--- src/orl_pkg.sv ---
// orl_pkg: shared types and codes of the ordered record list
// operation and status codes, record layout, controller states and the
// command and status bundles between controller and datapath
package orl_pkg;

   localparam int POS_W   = 6;
   localparam int COUNT_W = 6;

   typedef enum logic [2:0] {
      FN_INS_FRONT,
      FN_INS_REAR,
      FN_INS_POS,
      FN_INS_SORTED,
      FN_DEL_FRONT,
      FN_DEL_REAR,
      FN_DEL_POS,
      FN_READ
   } func_type;

   typedef enum logic [1:0] {
      ST_OK,
      ST_FULL,
      ST_EMPTY,
      ST_BADPOS
   } status_type;

   typedef enum logic [2:0] {
      S_IDLE,
      S_DECODE,
      S_SEARCH,
      S_SHIFT_UP,
      S_SHIFT_DN,
      S_READ_WAIT,
      S_DONE
   } state_type;

   typedef enum logic [1:0] {
      TGT_ZERO,
      TGT_COUNT,
      TGT_REQ,
      TGT_SCAN
   } tgt_sel_type;

   typedef struct packed {
      logic [7:0]  age;
      logic [15:0] ident;
      logic [3:0]  month;
      logic [11:0] year;
   } rec_type;

   localparam int REC_W = $bits(rec_type);

   typedef struct packed {
      logic        load;
      logic        tgt_load;
      tgt_sel_type tgt_sel;
      logic        init_scan;
      logic        scan_step;
      logic        init_up;
      logic        init_dn;
      logic        shift_up;
      logic        shift_dn;
      logic        read_issue;
      logic        read_capture;
      logic        cnt_inc;
      logic        cnt_dec;
      logic        finish;
      status_type  status;
   } ctrl_cmd_type;

   typedef struct packed {
      func_type func;
      logic     full;
      logic     empty;
      logic     pos_gt;
      logic     pos_ge;
      logic     scan_done;
      logic     up_done;
      logic     dn_done;
   } dp_stat_type;

endpackage

--- src/orl_if.sv ---
// orl_req_if, orl_rsp_if: valid/ready channels of the ordered record list
// request carries one operation, response carries its status and read record
interface orl_req_if;
   logic        valid;
   logic        ready;
   logic [2:0]  func;
   logic [5:0]  position;
   logic [7:0]  age;
   logic [15:0] ident;
   logic [3:0]  birth_month;
   logic [11:0] birth_year;

   modport source (output valid, func, position, age, ident, birth_month, birth_year,
                   input ready);
   modport sink (input valid, func, position, age, ident, birth_month, birth_year,
                 output ready);
endinterface

interface orl_rsp_if;
   logic        valid;
   logic        ready;
   logic [1:0]  status;
   logic [5:0]  entry_count;
   logic [7:0]  read_age;
   logic [15:0] read_ident;
   logic [3:0]  read_month;
   logic [11:0] read_year;

   modport source (output valid, status, entry_count, read_age, read_ident, read_month,
                   read_year, input ready);
   modport sink (input valid, status, entry_count, read_age, read_ident, read_month,
                 read_year, output ready);
endinterface

--- src/ordered_record_list.sv ---
// ordered_record_list: bounded contiguous list of records with sorted insert
// steps: decode, then a key scan for sorted insert, a shift loop for insert and most
// deletes, or a read wait for read; refused ops and rear delete go straight to done,
// which hands the result to the registered response once the slot is free
// throughput: one item at a time, bounded by the one-entry-per-cycle ram shift loop
// reset: synchronous, clears the count and the handshake state; store is not cleared
module ordered_record_list import orl_pkg::*; #(
   parameter int CAPACITY = 32
) (
   input  logic     clock,
   input  logic     reset,
   orl_req_if.sink  req_ch,
   orl_rsp_if.source rsp_ch
);

   ctrl_cmd_type cmd;
   dp_stat_type  stat;

   orl_ctrl u_ctrl (
      .clock(clock),
      .reset(reset),
      .req_valid(req_ch.valid),
      .req_ready(req_ch.ready),
      .rsp_valid(rsp_ch.valid),
      .rsp_ready(rsp_ch.ready),
      .stat(stat),
      .cmd(cmd)
   );

   orl_datapath #(
      .CAPACITY(CAPACITY)
   ) u_datapath (
      .clock(clock),
      .reset(reset),
      .req_func(req_ch.func),
      .req_position(req_ch.position),
      .req_age(req_ch.age),
      .req_ident(req_ch.ident),
      .req_birth_month(req_ch.birth_month),
      .req_birth_year(req_ch.birth_year),
      .cmd(cmd),
      .stat(stat),
      .rsp_status(rsp_ch.status),
      .rsp_entry_count(rsp_ch.entry_count),
      .rsp_read_age(rsp_ch.read_age),
      .rsp_read_ident(rsp_ch.read_ident),
      .rsp_read_month(rsp_ch.read_month),
      .rsp_read_year(rsp_ch.read_year)
   );

endmodule

--- src/orl_ram.sv ---
// orl_ram: generic single write port, single read port ram
// registered read data, no dependencies
module orl_ram #(
   parameter int WIDTH = 40,
   parameter int DEPTH = 32
) (
   input  logic                     clock,
   input  logic                     we,
   input  logic [$clog2(DEPTH)-1:0] waddr,
   input  logic [WIDTH-1:0]         wdata,
   input  logic                     re,
   input  logic [$clog2(DEPTH)-1:0] raddr,
   output logic [WIDTH-1:0]         rdata
);

   logic [WIDTH-1:0] mem [DEPTH];

   always_ff @(posedge clock) begin
      if (we) begin
         mem[waddr] <= wdata;
      end
      if (re) begin
         rdata <= mem[raddr];
      end
   end

endmodule

--- src/orl_datapath.sv ---
// orl_datapath: record store, count, shift and scan pointers, result register
// depends on orl_pkg and orl_ram; driven by orl_ctrl commands
module orl_datapath import orl_pkg::*; #(
   parameter int CAPACITY = 32
) (
   input  logic         clock,
   input  logic         reset,
   input  logic [2:0]   req_func,
   input  logic [5:0]   req_position,
   input  logic [7:0]   req_age,
   input  logic [15:0]  req_ident,
   input  logic [3:0]   req_birth_month,
   input  logic [11:0]  req_birth_year,
   input  ctrl_cmd_type cmd,
   output dp_stat_type  stat,
   output logic [1:0]   rsp_status,
   output logic [5:0]   rsp_entry_count,
   output logic [7:0]   rsp_read_age,
   output logic [15:0]  rsp_read_ident,
   output logic [3:0]   rsp_read_month,
   output logic [11:0]  rsp_read_year
);

   localparam int AW = $clog2(CAPACITY);
   localparam int CW = $clog2(CAPACITY + 1);
   localparam int XW = (CW > POS_W) ? CW : POS_W;

   func_type             func_ff, func_in;
   logic [POS_W-1:0]     pos_ff, pos_in;
   rec_type              rec_ff, rec_in;
   logic [CW-1:0]        cnt_ff, cnt_in;
   logic [CW-1:0]        tgt_ff, tgt_in;
   logic [CW-1:0]        k_ff, k_in;
   logic                 wpend_ff, wpend_in;
   logic [AW-1:0]        waddr_ff, waddr_in;
   logic                 rdv_ff, rdv_in;
   rec_type              rd_rec_ff, rd_rec_in;
   status_type           out_status_ff, out_status_in;
   logic [COUNT_W-1:0]   out_count_ff, out_count_in;
   rec_type              out_rec_ff, out_rec_in;

   logic                 ram_we;
   logic [AW-1:0]        ram_waddr;
   rec_type              ram_wdata;
   logic                 ram_re;
   logic [AW-1:0]        ram_raddr;
   logic [REC_W-1:0]     ram_rdata;
   rec_type              rd_data;

   logic [XW-1:0]        pos_x;
   logic [XW-1:0]        cnt_x;
   logic [CW-1:0]        tgt_val;
   logic                 scan_hit;
   logic [CW-1:0]        scan_pos;

   orl_ram #(
      .WIDTH(REC_W),
      .DEPTH(CAPACITY)
   ) u_ram (
      .clock(clock),
      .we(ram_we),
      .waddr(ram_waddr),
      .wdata(ram_wdata),
      .re(ram_re),
      .raddr(ram_raddr),
      .rdata(ram_rdata)
   );

   assign rd_data = rec_type'(ram_rdata);
   assign pos_x   = XW'(pos_ff);
   assign cnt_x   = XW'(cnt_ff);

   // first entry with a larger key ends the scan, else the scan runs to the count
   assign scan_hit = rdv_ff && (rd_data.age > rec_ff.age);
   assign scan_pos = scan_hit ? (k_ff - CW'(1)) : k_ff;

   always_comb begin
      case (cmd.tgt_sel)
         TGT_ZERO:  tgt_val = '0;
         TGT_COUNT: tgt_val = cnt_ff;
         TGT_REQ:   tgt_val = CW'(pos_x);
         TGT_SCAN:  tgt_val = scan_pos;
         default:   tgt_val = '0;
      endcase
   end

   always_comb begin
      stat.func      = func_ff;
      stat.full      = (cnt_ff == CW'(CAPACITY));
      stat.empty     = (cnt_ff == '0);
      stat.pos_gt    = (pos_x > cnt_x);
      stat.pos_ge    = (pos_x >= cnt_x);
      stat.scan_done = scan_hit || (k_ff == cnt_ff);
      stat.up_done   = !wpend_ff && (k_ff == tgt_ff);
      stat.dn_done   = !wpend_ff && (k_ff >= cnt_ff);
   end

   always_comb begin
      func_in       = func_ff;
      pos_in        = pos_ff;
      rec_in        = rec_ff;
      cnt_in        = cnt_ff;
      tgt_in        = tgt_ff;
      k_in          = k_ff;
      wpend_in      = wpend_ff;
      waddr_in      = waddr_ff;
      rdv_in        = rdv_ff;
      rd_rec_in     = rd_rec_ff;
      out_status_in = out_status_ff;
      out_count_in  = out_count_ff;
      out_rec_in    = out_rec_ff;
      ram_we        = 1'b0;
      ram_waddr     = AW'(tgt_ff);
      ram_wdata     = rec_ff;
      ram_re        = 1'b0;
      ram_raddr     = AW'(k_ff);

      if (cmd.load) begin
         func_in     = func_type'(req_func);
         pos_in      = req_position;
         rec_in.age   = req_age;
         rec_in.ident = req_ident;
         rec_in.month = req_birth_month;
         rec_in.year  = req_birth_year;
         rd_rec_in   = '0;
      end

      if (cmd.tgt_load) begin
         tgt_in = tgt_val;
      end

      if (cmd.init_scan) begin
         k_in   = '0;
         rdv_in = 1'b0;
      end

      if (cmd.scan_step) begin
         ram_re    = 1'b1;
         ram_raddr = AW'(k_ff);
         k_in      = k_ff + CW'(1);
         rdv_in    = 1'b1;
      end

      if (cmd.init_up) begin
         k_in     = cnt_ff;
         wpend_in = 1'b0;
      end

      if (cmd.init_dn) begin
         k_in     = tgt_val + CW'(1);
         wpend_in = 1'b0;
      end

      // open a slot: move entry k-1 to k, walking down to the target
      if (cmd.shift_up) begin
         if (wpend_ff) begin
            ram_we    = 1'b1;
            ram_waddr = waddr_ff;
            ram_wdata = rd_data;
         end else if (k_ff == tgt_ff) begin
            ram_we    = 1'b1;
            ram_waddr = AW'(tgt_ff);
            ram_wdata = rec_ff;
         end
         if (k_ff > tgt_ff) begin
            ram_re    = 1'b1;
            ram_raddr = AW'(k_ff - CW'(1));
            wpend_in  = 1'b1;
            waddr_in  = AW'(k_ff);
            k_in      = k_ff - CW'(1);
         end else begin
            wpend_in = 1'b0;
         end
      end

      // close a slot: move entry k to k-1, walking up to the count
      if (cmd.shift_dn) begin
         if (wpend_ff) begin
            ram_we    = 1'b1;
            ram_waddr = waddr_ff;
            ram_wdata = rd_data;
         end
         if (k_ff < cnt_ff) begin
            ram_re    = 1'b1;
            ram_raddr = AW'(k_ff);
            wpend_in  = 1'b1;
            waddr_in  = AW'(k_ff - CW'(1));
            k_in      = k_ff + CW'(1);
         end else begin
            wpend_in = 1'b0;
         end
      end

      if (cmd.read_issue) begin
         ram_re    = 1'b1;
         ram_raddr = AW'(tgt_val);
      end

      if (cmd.read_capture) begin
         rd_rec_in = rd_data;
      end

      if (cmd.cnt_inc) begin
         cnt_in = cnt_ff + CW'(1);
      end else if (cmd.cnt_dec) begin
         cnt_in = cnt_ff - CW'(1);
      end

      if (cmd.finish) begin
         out_status_in = cmd.status;
         out_count_in  = COUNT_W'(cnt_ff);
         out_rec_in    = rd_rec_ff;
      end
   end

   always_ff @(posedge clock) begin
      if (reset) begin
         cnt_ff   <= '0;
         wpend_ff <= 1'b0;
         rdv_ff   <= 1'b0;
      end else begin
         cnt_ff   <= cnt_in;
         wpend_ff <= wpend_in;
         rdv_ff   <= rdv_in;
      end
   end

   always_ff @(posedge clock) begin
      func_ff       <= func_in;
      pos_ff        <= pos_in;
      rec_ff        <= rec_in;
      tgt_ff        <= tgt_in;
      k_ff          <= k_in;
      waddr_ff      <= waddr_in;
      rd_rec_ff     <= rd_rec_in;
      out_status_ff <= out_status_in;
      out_count_ff  <= out_count_in;
      out_rec_ff    <= out_rec_in;
   end

   assign rsp_status      = out_status_ff;
   assign rsp_entry_count = out_count_ff;
   assign rsp_read_age    = out_rec_ff.age;
   assign rsp_read_ident  = out_rec_ff.ident;
   assign rsp_read_month  = out_rec_ff.month;
   assign rsp_read_year   = out_rec_ff.year;

   a_cnt_bound: assert property (@(posedge clock) disable iff (reset)
      cnt_ff <= CW'(CAPACITY))
      else $error("record count above capacity");

   a_cnt_step: assert property (@(posedge clock) disable iff (reset)
      (!$past(reset) && (cnt_ff != $past(cnt_ff))) |->
         ((cnt_ff == $past(cnt_ff) + CW'(1)) || (cnt_ff == $past(cnt_ff) - CW'(1))))
      else $error("record count moved by more than one");

   a_scan_no_write: assert property (@(posedge clock) disable iff (reset)
      cmd.scan_step |-> !ram_we)
      else $error("store written during sorted scan");

endmodule

--- src/orl_ctrl.sv ---
// orl_ctrl: operation sequencer and response handshake of the ordered record list
// depends on orl_pkg; commands orl_datapath and reads back its status bundle
module orl_ctrl import orl_pkg::*; (
   input  logic         clock,
   input  logic         reset,
   input  logic         req_valid,
   output logic         req_ready,
   output logic         rsp_valid,
   input  logic         rsp_ready,
   input  dp_stat_type  stat,
   output ctrl_cmd_type cmd
);

   state_type  state_ff, state_in;
   status_type status_ff, status_in;
   logic       rsp_valid_ff, rsp_valid_in;

   always_ff @(posedge clock) begin
      if (reset) begin
         state_ff     <= S_IDLE;
         rsp_valid_ff <= 1'b0;
      end else begin
         state_ff     <= state_in;
         rsp_valid_ff <= rsp_valid_in;
      end
   end

   always_ff @(posedge clock) begin
      status_ff <= status_in;
   end

   always_comb begin
      state_in  = state_ff;
      status_in = status_ff;
      req_ready = 1'b0;
      cmd       = '0;
      cmd.tgt_sel = TGT_ZERO;
      cmd.status  = status_ff;

      case (state_ff)
         S_IDLE: begin
            req_ready = 1'b1;
            if (req_valid) begin
               cmd.load  = 1'b1;
               status_in = ST_OK;
               state_in  = S_DECODE;
            end
         end

         S_DECODE: begin
            case (stat.func)
               FN_INS_FRONT, FN_INS_REAR, FN_INS_POS, FN_INS_SORTED: begin
                  if (stat.full) begin
                     status_in = ST_FULL;
                     state_in  = S_DONE;
                  end else begin
                     case (stat.func)
                        FN_INS_FRONT: begin
                           cmd.tgt_sel  = TGT_ZERO;
                           cmd.tgt_load = 1'b1;
                           cmd.init_up  = 1'b1;
                           state_in     = S_SHIFT_UP;
                        end
                        FN_INS_REAR: begin
                           cmd.tgt_sel  = TGT_COUNT;
                           cmd.tgt_load = 1'b1;
                           cmd.init_up  = 1'b1;
                           state_in     = S_SHIFT_UP;
                        end
                        FN_INS_POS: begin
                           if (stat.pos_gt) begin
                              status_in = ST_BADPOS;
                              state_in  = S_DONE;
                           end else begin
                              cmd.tgt_sel  = TGT_REQ;
                              cmd.tgt_load = 1'b1;
                              cmd.init_up  = 1'b1;
                              state_in     = S_SHIFT_UP;
                           end
                        end
                        default: begin
                           cmd.init_scan = 1'b1;
                           state_in      = S_SEARCH;
                        end
                     endcase
                  end
               end
               default: begin
                  if (stat.empty) begin
                     status_in = ST_EMPTY;
                     state_in  = S_DONE;
                  end else if (stat.func == FN_DEL_FRONT) begin
                     cmd.tgt_sel  = TGT_ZERO;
                     cmd.tgt_load = 1'b1;
                     cmd.init_dn  = 1'b1;
                     state_in     = S_SHIFT_DN;
                  end else if (stat.func == FN_DEL_REAR) begin
                     cmd.cnt_dec = 1'b1;
                     state_in    = S_DONE;
                  end else if (stat.pos_ge) begin
                     status_in = ST_BADPOS;
                     state_in  = S_DONE;
                  end else if (stat.func == FN_DEL_POS) begin
                     cmd.tgt_sel  = TGT_REQ;
                     cmd.tgt_load = 1'b1;
                     cmd.init_dn  = 1'b1;
                     state_in     = S_SHIFT_DN;
                  end else begin
                     cmd.tgt_sel    = TGT_REQ;
                     cmd.tgt_load   = 1'b1;
                     cmd.read_issue = 1'b1;
                     state_in       = S_READ_WAIT;
                  end
               end
            endcase
         end

         S_SEARCH: begin
            if (stat.scan_done) begin
               cmd.tgt_sel  = TGT_SCAN;
               cmd.tgt_load = 1'b1;
               cmd.init_up  = 1'b1;
               state_in     = S_SHIFT_UP;
            end else begin
               cmd.scan_step = 1'b1;
            end
         end

         S_SHIFT_UP: begin
            cmd.shift_up = 1'b1;
            if (stat.up_done) begin
               cmd.cnt_inc = 1'b1;
               state_in    = S_DONE;
            end
         end

         S_SHIFT_DN: begin
            cmd.shift_dn = 1'b1;
            if (stat.dn_done) begin
               cmd.cnt_dec = 1'b1;
               state_in    = S_DONE;
            end
         end

         S_READ_WAIT: begin
            cmd.read_capture = 1'b1;
            state_in         = S_DONE;
         end

         S_DONE: begin
            // result register frees up in the same cycle it is taken
            if (!rsp_valid_ff || rsp_ready) begin
               cmd.finish = 1'b1;
               state_in   = S_IDLE;
            end
         end

         default: begin
            state_in = S_IDLE;
         end
      endcase
   end

   always_comb begin
      if (cmd.finish) begin
         rsp_valid_in = 1'b1;
      end else if (rsp_ready) begin
         rsp_valid_in = 1'b0;
      end else begin
         rsp_valid_in = rsp_valid_ff;
      end
   end

   assign rsp_valid = rsp_valid_ff;

   a_finish_shows: assert property (@(posedge clock) disable iff (reset)
      cmd.finish |=> rsp_valid_ff)
      else $error("finished item not presented");

   a_shift_ok: assert property (@(posedge clock) disable iff (reset)
      ((state_ff == S_SHIFT_UP) || (state_ff == S_SHIFT_DN) || (state_ff == S_SEARCH))
         |-> (status_ff == ST_OK))
      else $error("refused item reached a shift");

endmodule

--- src/flat_wrapper.sv ---
// flat-port wrapper written by rule: the top's interface ports become plain ports
module ordered_record_list_flat import orl_pkg::*;
#(
   parameter int CAPACITY = 32
)
  (clock, reset, req_ch_valid, req_ch_func, req_ch_position, req_ch_age, req_ch_ident, req_ch_birth_month, req_ch_birth_year, req_ch_ready, rsp_ch_valid, rsp_ch_status, rsp_ch_entry_count, rsp_ch_read_age, rsp_ch_read_ident, rsp_ch_read_month, rsp_ch_read_year, rsp_ch_ready);
  orl_req_if req_ch_i ();
  orl_rsp_if rsp_ch_i ();
  input  logic clock;
  input  logic reset;
  input wire logic [$bits(req_ch_i.valid)-1:0] req_ch_valid;
  input wire logic [$bits(req_ch_i.func)-1:0] req_ch_func;
  input wire logic [$bits(req_ch_i.position)-1:0] req_ch_position;
  input wire logic [$bits(req_ch_i.age)-1:0] req_ch_age;
  input wire logic [$bits(req_ch_i.ident)-1:0] req_ch_ident;
  input wire logic [$bits(req_ch_i.birth_month)-1:0] req_ch_birth_month;
  input wire logic [$bits(req_ch_i.birth_year)-1:0] req_ch_birth_year;
  output wire logic [$bits(req_ch_i.ready)-1:0] req_ch_ready;
  output wire logic [$bits(rsp_ch_i.valid)-1:0] rsp_ch_valid;
  output wire logic [$bits(rsp_ch_i.status)-1:0] rsp_ch_status;
  output wire logic [$bits(rsp_ch_i.entry_count)-1:0] rsp_ch_entry_count;
  output wire logic [$bits(rsp_ch_i.read_age)-1:0] rsp_ch_read_age;
  output wire logic [$bits(rsp_ch_i.read_ident)-1:0] rsp_ch_read_ident;
  output wire logic [$bits(rsp_ch_i.read_month)-1:0] rsp_ch_read_month;
  output wire logic [$bits(rsp_ch_i.read_year)-1:0] rsp_ch_read_year;
  input wire logic [$bits(rsp_ch_i.ready)-1:0] rsp_ch_ready;
  assign req_ch_i.valid = req_ch_valid;
  assign req_ch_i.func = req_ch_func;
  assign req_ch_i.position = req_ch_position;
  assign req_ch_i.age = req_ch_age;
  assign req_ch_i.ident = req_ch_ident;
  assign req_ch_i.birth_month = req_ch_birth_month;
  assign req_ch_i.birth_year = req_ch_birth_year;
  assign req_ch_ready = req_ch_i.ready;
  assign rsp_ch_valid = rsp_ch_i.valid;
  assign rsp_ch_status = rsp_ch_i.status;
  assign rsp_ch_entry_count = rsp_ch_i.entry_count;
  assign rsp_ch_read_age = rsp_ch_i.read_age;
  assign rsp_ch_read_ident = rsp_ch_i.read_ident;
  assign rsp_ch_read_month = rsp_ch_i.read_month;
  assign rsp_ch_read_year = rsp_ch_i.read_year;
  assign rsp_ch_i.ready = rsp_ch_ready;
  ordered_record_list #(.CAPACITY(CAPACITY)) u_core (.clock(clock), .reset(reset), .req_ch(req_ch_i), .rsp_ch(rsp_ch_i));
endmodule
--- config.mk ---
export PLATFORM = sky130hd
export DESIGN_NAME = ordered_record_list_flat
export DESIGN_NICKNAME = d
export VERILOG_FILES = /design/src/orl_pkg.sv /design/src/orl_if.sv /design/src/ordered_record_list.sv /design/src/orl_ram.sv /design/src/orl_datapath.sv /design/src/orl_ctrl.sv /design/src/flat_wrapper.sv
export SDC_FILE = /design/constraint.sdc
export NUM_CORES = 2
export LEC_CHECK = 0
export BUFFER_PORTS_ARGS = -buffer_cell sky130_fd_sc_hd__buf_2
export CAP_MARGIN = 20
export CORE_MARGIN = 2
export CORE_UTILIZATION = 40
export DETAILED_ROUTE_END_ITERATION = 7
export PLACE_DENSITY = 0.58
export SLEW_MARGIN = 20
export SYNTH_ARGS = -nofsm -noshare
export SYNTH_HDL_FRONTEND = slang
export SYNTH_HIERARCHICAL = 1
export SYNTH_SLANG_ARGS = --single-unit
--- constraint.sdc ---
create_clock -name clock -period 6.5 [get_ports clock]
set_input_delay 1.3 -clock clock [delete_from_list [all_inputs] [get_ports clock]]
set_output_delay 1.3 -clock clock [all_outputs]
set_load 0.03 [all_outputs]
# == Yosys cells after proc, flatten, opt, wreduce, memory -nomap -nowiden ==
# Memory sizes are Yosys's and may differ from the RTL's. A register that Yosys moved wholly into a read port is not among the register bits.
# Cells that the tools add are included.
# totals
mem_bits_ro,0
regBits,168
word_cells,217
n_memories,1
latch_bits,0
ram_bits,1280
# classes
eq_ne,28
shifts,0
bitwise,0
muxes,130
mul,0
n_reduce_logical,22
n_lt_le_gt_ge,6
n_div,0
addsub,5
# memory_table
memory,words,width,rd,rd_clocked_by_memory_dff,write_ports,line,text
u_core.u_datapath.u_ram.mem,32,40,1,1,1,orl_ram.sv:16,logic [WIDTH-1:0] mem [DEPTH];
# ops
cell,n
$mux W40,6
$mux W6,11
$mux W5,13
$mux W1,62
$mux W3,19
$pmux W6 S4,1
$pmux W3 S7,1
$add A6 B1 Y6 const B,3
$eq A3 B3 Y1 const B,6
$mux W2,9
$eq A3 B2 Y1 const B,4
$eq A6 B6 Y1,2
$ge A6 B6 Y1,2
$gt A6 B6 Y1,2
$ne A4 B2 Y1 const B,3
$pmux W3 S2,2
$sub A6 B1 Y6 const B,2
$reduce_bool A2 Y1,5
$pmux W3 S3,1
$gt A8 B8 Y1,1
$reduce_and A7 Y1,1
$eq A3 B1 Y1 const B,2
$eq A6 B6 Y1 const B,1
$logic_not A3 Y1,2
20 further kinds,30

# == Depth between registers and ports, before layout ==
# logic_depth
depth_word,15
ltp_mapped,26

# == Modules after synthesis ==
# The synthesis kept the hierarchy.
# by_module_without_submodules
mod,area_each_um2,seq_area_each_um2,cells_per_inst,n_inst
orl_ram,50965.1,39638.0,2813,1
orl_datapath,7508.5,4674.5,569,1
orl_ctrl,561.8,140.1,74,1

# == Least setup slack after synthesis ==
# Ideal clock, no wire load.
# synth_path
kind,flip-flop to flip-flop
startpoint,register u_core.u_ctrl.state_ff[2]
endpoint,memory u_core.u_datapath.u_ram.mem[12][0] (enable)
arrival_time_ns,4.460
period_less_slack_ns,4.898
n_path_buf,4
setup_slack_ns,1.602
path_stages_with_launch,11
cell_sequence,dfxtp_1 > clkbuf_1 > nor2b_1 > and2_1 > o21ai_0 > clkbuf_1 > clkbuf_1 > mux2_2 > or3b_2 > clkbuf_1 > nor2_1
# synth_lines
element,line,text
start: declaration,orl_ctrl.sv:14,"state_type state_ff, state_in;"
start signal: assignment,orl_ctrl.sv:23,state_ff <= state_in;
end: declaration,orl_ram.sv:16,

==> impl_metrics.toml <==
[status]
status = "finished clean"

[synthesis]
synth-main-ff-cell = "edfxtp_1"
netlist_instances = 3456
synth-seq-area-share_pct = 75.3
synth-seq-cells = 1488
yosysWarnings = 6
syn_avg_cell_area_um2 = 17.1
synth.distinct_cells = 71
synth_top_area_share_pct = 74.5
yosys.area.top_type = "edfxtp_1"
yosysMostFrequentCell = "edfxtp_1"
syn_nets = 3543
ys_async_sr_fraction_pct = 0
synthTopCellsByCount = "edfxtp_1 (1465), mux2i_1 (643), a21oi_1 (156)"
synth_edf_count = 1465
synth_area_um2 = 59000
synthTopCellsByArea = "edfxtp_1 (75%), mux2i_1 (11%), a22oi_1 (1.6%)"

[floorplan]
start_util_pct = 40.4
fp.dieW_um = 388
die_area_um2 = 151000
rows = 140
core-area_um2 = 146000
die_h_um = 388
ios = 103

[global_route]
grt-ovfl-total = 0
grt_start_max_net_pins = 91
grt_pass1_vias = 30800
grt.total_usage_pct = 20.3
grt_pass1_wl_mm = 221
antenna_found_initial = 9

[critical_path]
cp.required_ns = 7.01
crit_path_start_kind = "flop"
end_kind = "flop"
cp_max_fo = 43
cpPeakStageDelay_ns = 0.50
path_cells = "inv_1, ha_1, nor2b_1, o21a_1, o21a_1, o21ai_0, nand2b_1, a21oi_1, o21ai_0, or3_1, o31a_1, o21ai_1, nand2_1, o31ai_4, nand2_1, o21ai_1, nor2b_4, buf_4, buf_12, a22o_1, nor3_1, a31oi_1, nand3_1"
critPathKind = "flop to flop"
slowest_stage = "o21ai_1"
cp_data_arrival_time_ns = 6.57

[routing]
wire_per_inst_um = 27.2
vias = 32000
first_pass_iters = 5
via_per_inst = 5.62
totalWireLength_mm = 155
ant_nets = 0
drtIter0Drc = 3252
route.detailed.drc = 0

[timing]
finalClockSkew_ns = 0.0265
setup_viol = 0
fin_crit_sh_pct = 93.1
finalHoldViolCount = 0
drv_slew = 0
period_minus_slack_ns = 6.05
fmaxAchievable_mhz = 165
setup_slack_ns = 0.446
worst_pin_slew_ns = 1.16
slew_headroom_pct = 22.8

[clock_tree]
cts_htree_levels = 4
cts-buffers-inserted = 156
clock-sinks = 1488
root_buffer = "clkbuf_16"
cts.path.max_buffers = 3
hold_buffers = 0
cts_tree = "built"
path_clk_slew_ns = 0.06
clock_latency_ns = 0.79

[layout]
layout-drive-gt1-share_pct = 14.2
synthToLayoutAreaGrowth_pct = 14.3
nNetsFinal = 3729
nFillCells = 12500

[job]
cap_violations = 0

[place]
dp_hpwl_mm = 80.7
place_ws_ns = 0.558
io_buffers = 102
place.gp.congestion = 0.831

[power_and_ir_drop]
power_leakage_nw = 22.7
powerDensity_nw_per_um2 = 427
peakVddDrop_uv = 417
total_power_w = 0.0288

[min_path]
holdCritPathClass = "flop to flop"
-- registers in the layout, summed over array words and instances, names as in the netlist, 8 cells and up --
name,cells
u_core/u_datapath/rd_rec_ff,40
u_core/u_datapath/rec_ff,40
u_core/u_datapath/rsp_read_age,8
u_core/u_datapath/rsp_read_ident,16
u_core/u_datapath/rsp_read_year,12
u_core/u_datapath/u_ram/mem,1280
u_core/u_datapath/u_ram/rdata,40
-- per-stage QoR --
step	std cells	util (%)	instance area [um^2]	TNS (ns)	hold slack, ns
2_1_floorplan	3456	-	59000	0	0.400
3_3_place_gp	5391	42.8	62500	0	0.403
3_5_place_dp	5391	42.8	62500	0	0.405
4_1_cts	5672	46.1	67300	0	0.418
5_1_grt	5682	46.2	67500	-0.0158	0.419
6_report	5685	46.2	67500	0	0.415
-- logic make-up after synthesis --
kind of cell             count (synthesis)  share of synthesized area [%]
adder cells (fa/ha/maj)                 34                          0.733
AO/OA/AOI/OAI                          491                           5.62
buffers and inverters                  225                           2.06
multiplexers                           688                           11.8
AND/OR/NAND/NOR                        508                           4.20
flip-flops                            1488                           75.3
XOR/XNOR                                22                          0.326
-- critical path: cells and delay by family (launching register included) --
kind	cells	cell delay, ns
simple gates	8	1.51
flops	1	0.46
fa+ha+maj	1	0.30
buf+inv	3	0.72
compound gates	11	2.78
-- final timing paths --
kind                                                                    start                                       endpoint  slack (ns)  cells past startpoint
worst max-delay path                 u_core/u_datapath/cnt_ff[1]$_SDFFE_PP0P_    u_core/u_datapath/u_ram/rdata[22]$_DFFE_PP_        0.45                     23
worst min-delay path            u_core/u_datapath/rd_rec_ff[25]$_SDFFCE_PN0P_  u_core/u_datapath/rsp_read_ident[9]$_DFFE_PP_        0.41                      0
worst max register to register       u_core/u_datapath/cnt_ff[1]$_SDFFE_PP0P_    u_core/u_datapath/u_ram/rdata[22]$_DFFE_PP_        0.45                     23
worst min register to register  u_core/u_datapath/rd_rec_ff[25]$_SDFFCE_PN0P_  u_core/u_datapath/rsp_read_ident[9]$_DFFE_PP_        0.41                      0
-- final cells by class --
type / instances / area (um^2) / area share, %
antenna: 3 / 7.51 / 0.0111
clock buffer: 201 / 4180 / 6.19
clock inverter: 80 / 654 / 0.970
inverter: 35 / 131 / 0.195
multi-input combinational: 1744 / 13700 / 20.3
sequential: 1488 / 44500 / 65.9
tap: 1917 / 2400 / 3.55
timing repair buffer: 217 / 1950 / 2.89
-- report_power, final --
group          leakage (nW)  switching (W)  internal [W]
combinational          6.92        0.00513       0.00302
sequential             13.4       0.000389        0.0117
clock                  2.36        0.00361       0.00492
total                  22.7        0.00913        0.0197
-- layer usage --
metal | up-vias | global-route usage [%] | share of wire (%)
li1 | 14000 | - | -
met1 | 16500 | 29.4 | 44
met2 | 1211 | 31.1 | 46
met3 | 226 | 4.01 | 7.6
met4 | 0 | 5.75 | 2.4
met5 | - | 0 | 0
-- timing repair --
action | CTS | global route
endpoints found under the setup margin | 0 | 4
gates resized for setup | 0 | 2
setup buffers | 0 | 8
-- layout by cell type, fill, tap and decap left out, drive strengths merged, types with 13 or more instances in the layout --
cell,count
a21oi,157
a22o,81
a22oi,125
a31oi,42
and2,47
buf,217
clkbuf,201
clkinv,60
dfxtp,23
edfxtp,1465
ha,33
inv,43
mux2,45
mux2i,643
nand2,146
nand3,136
nor2,67
nor3,54
o21ai,35
xnor2,13
Note: power is estimated with default switching activity, not from simulation.
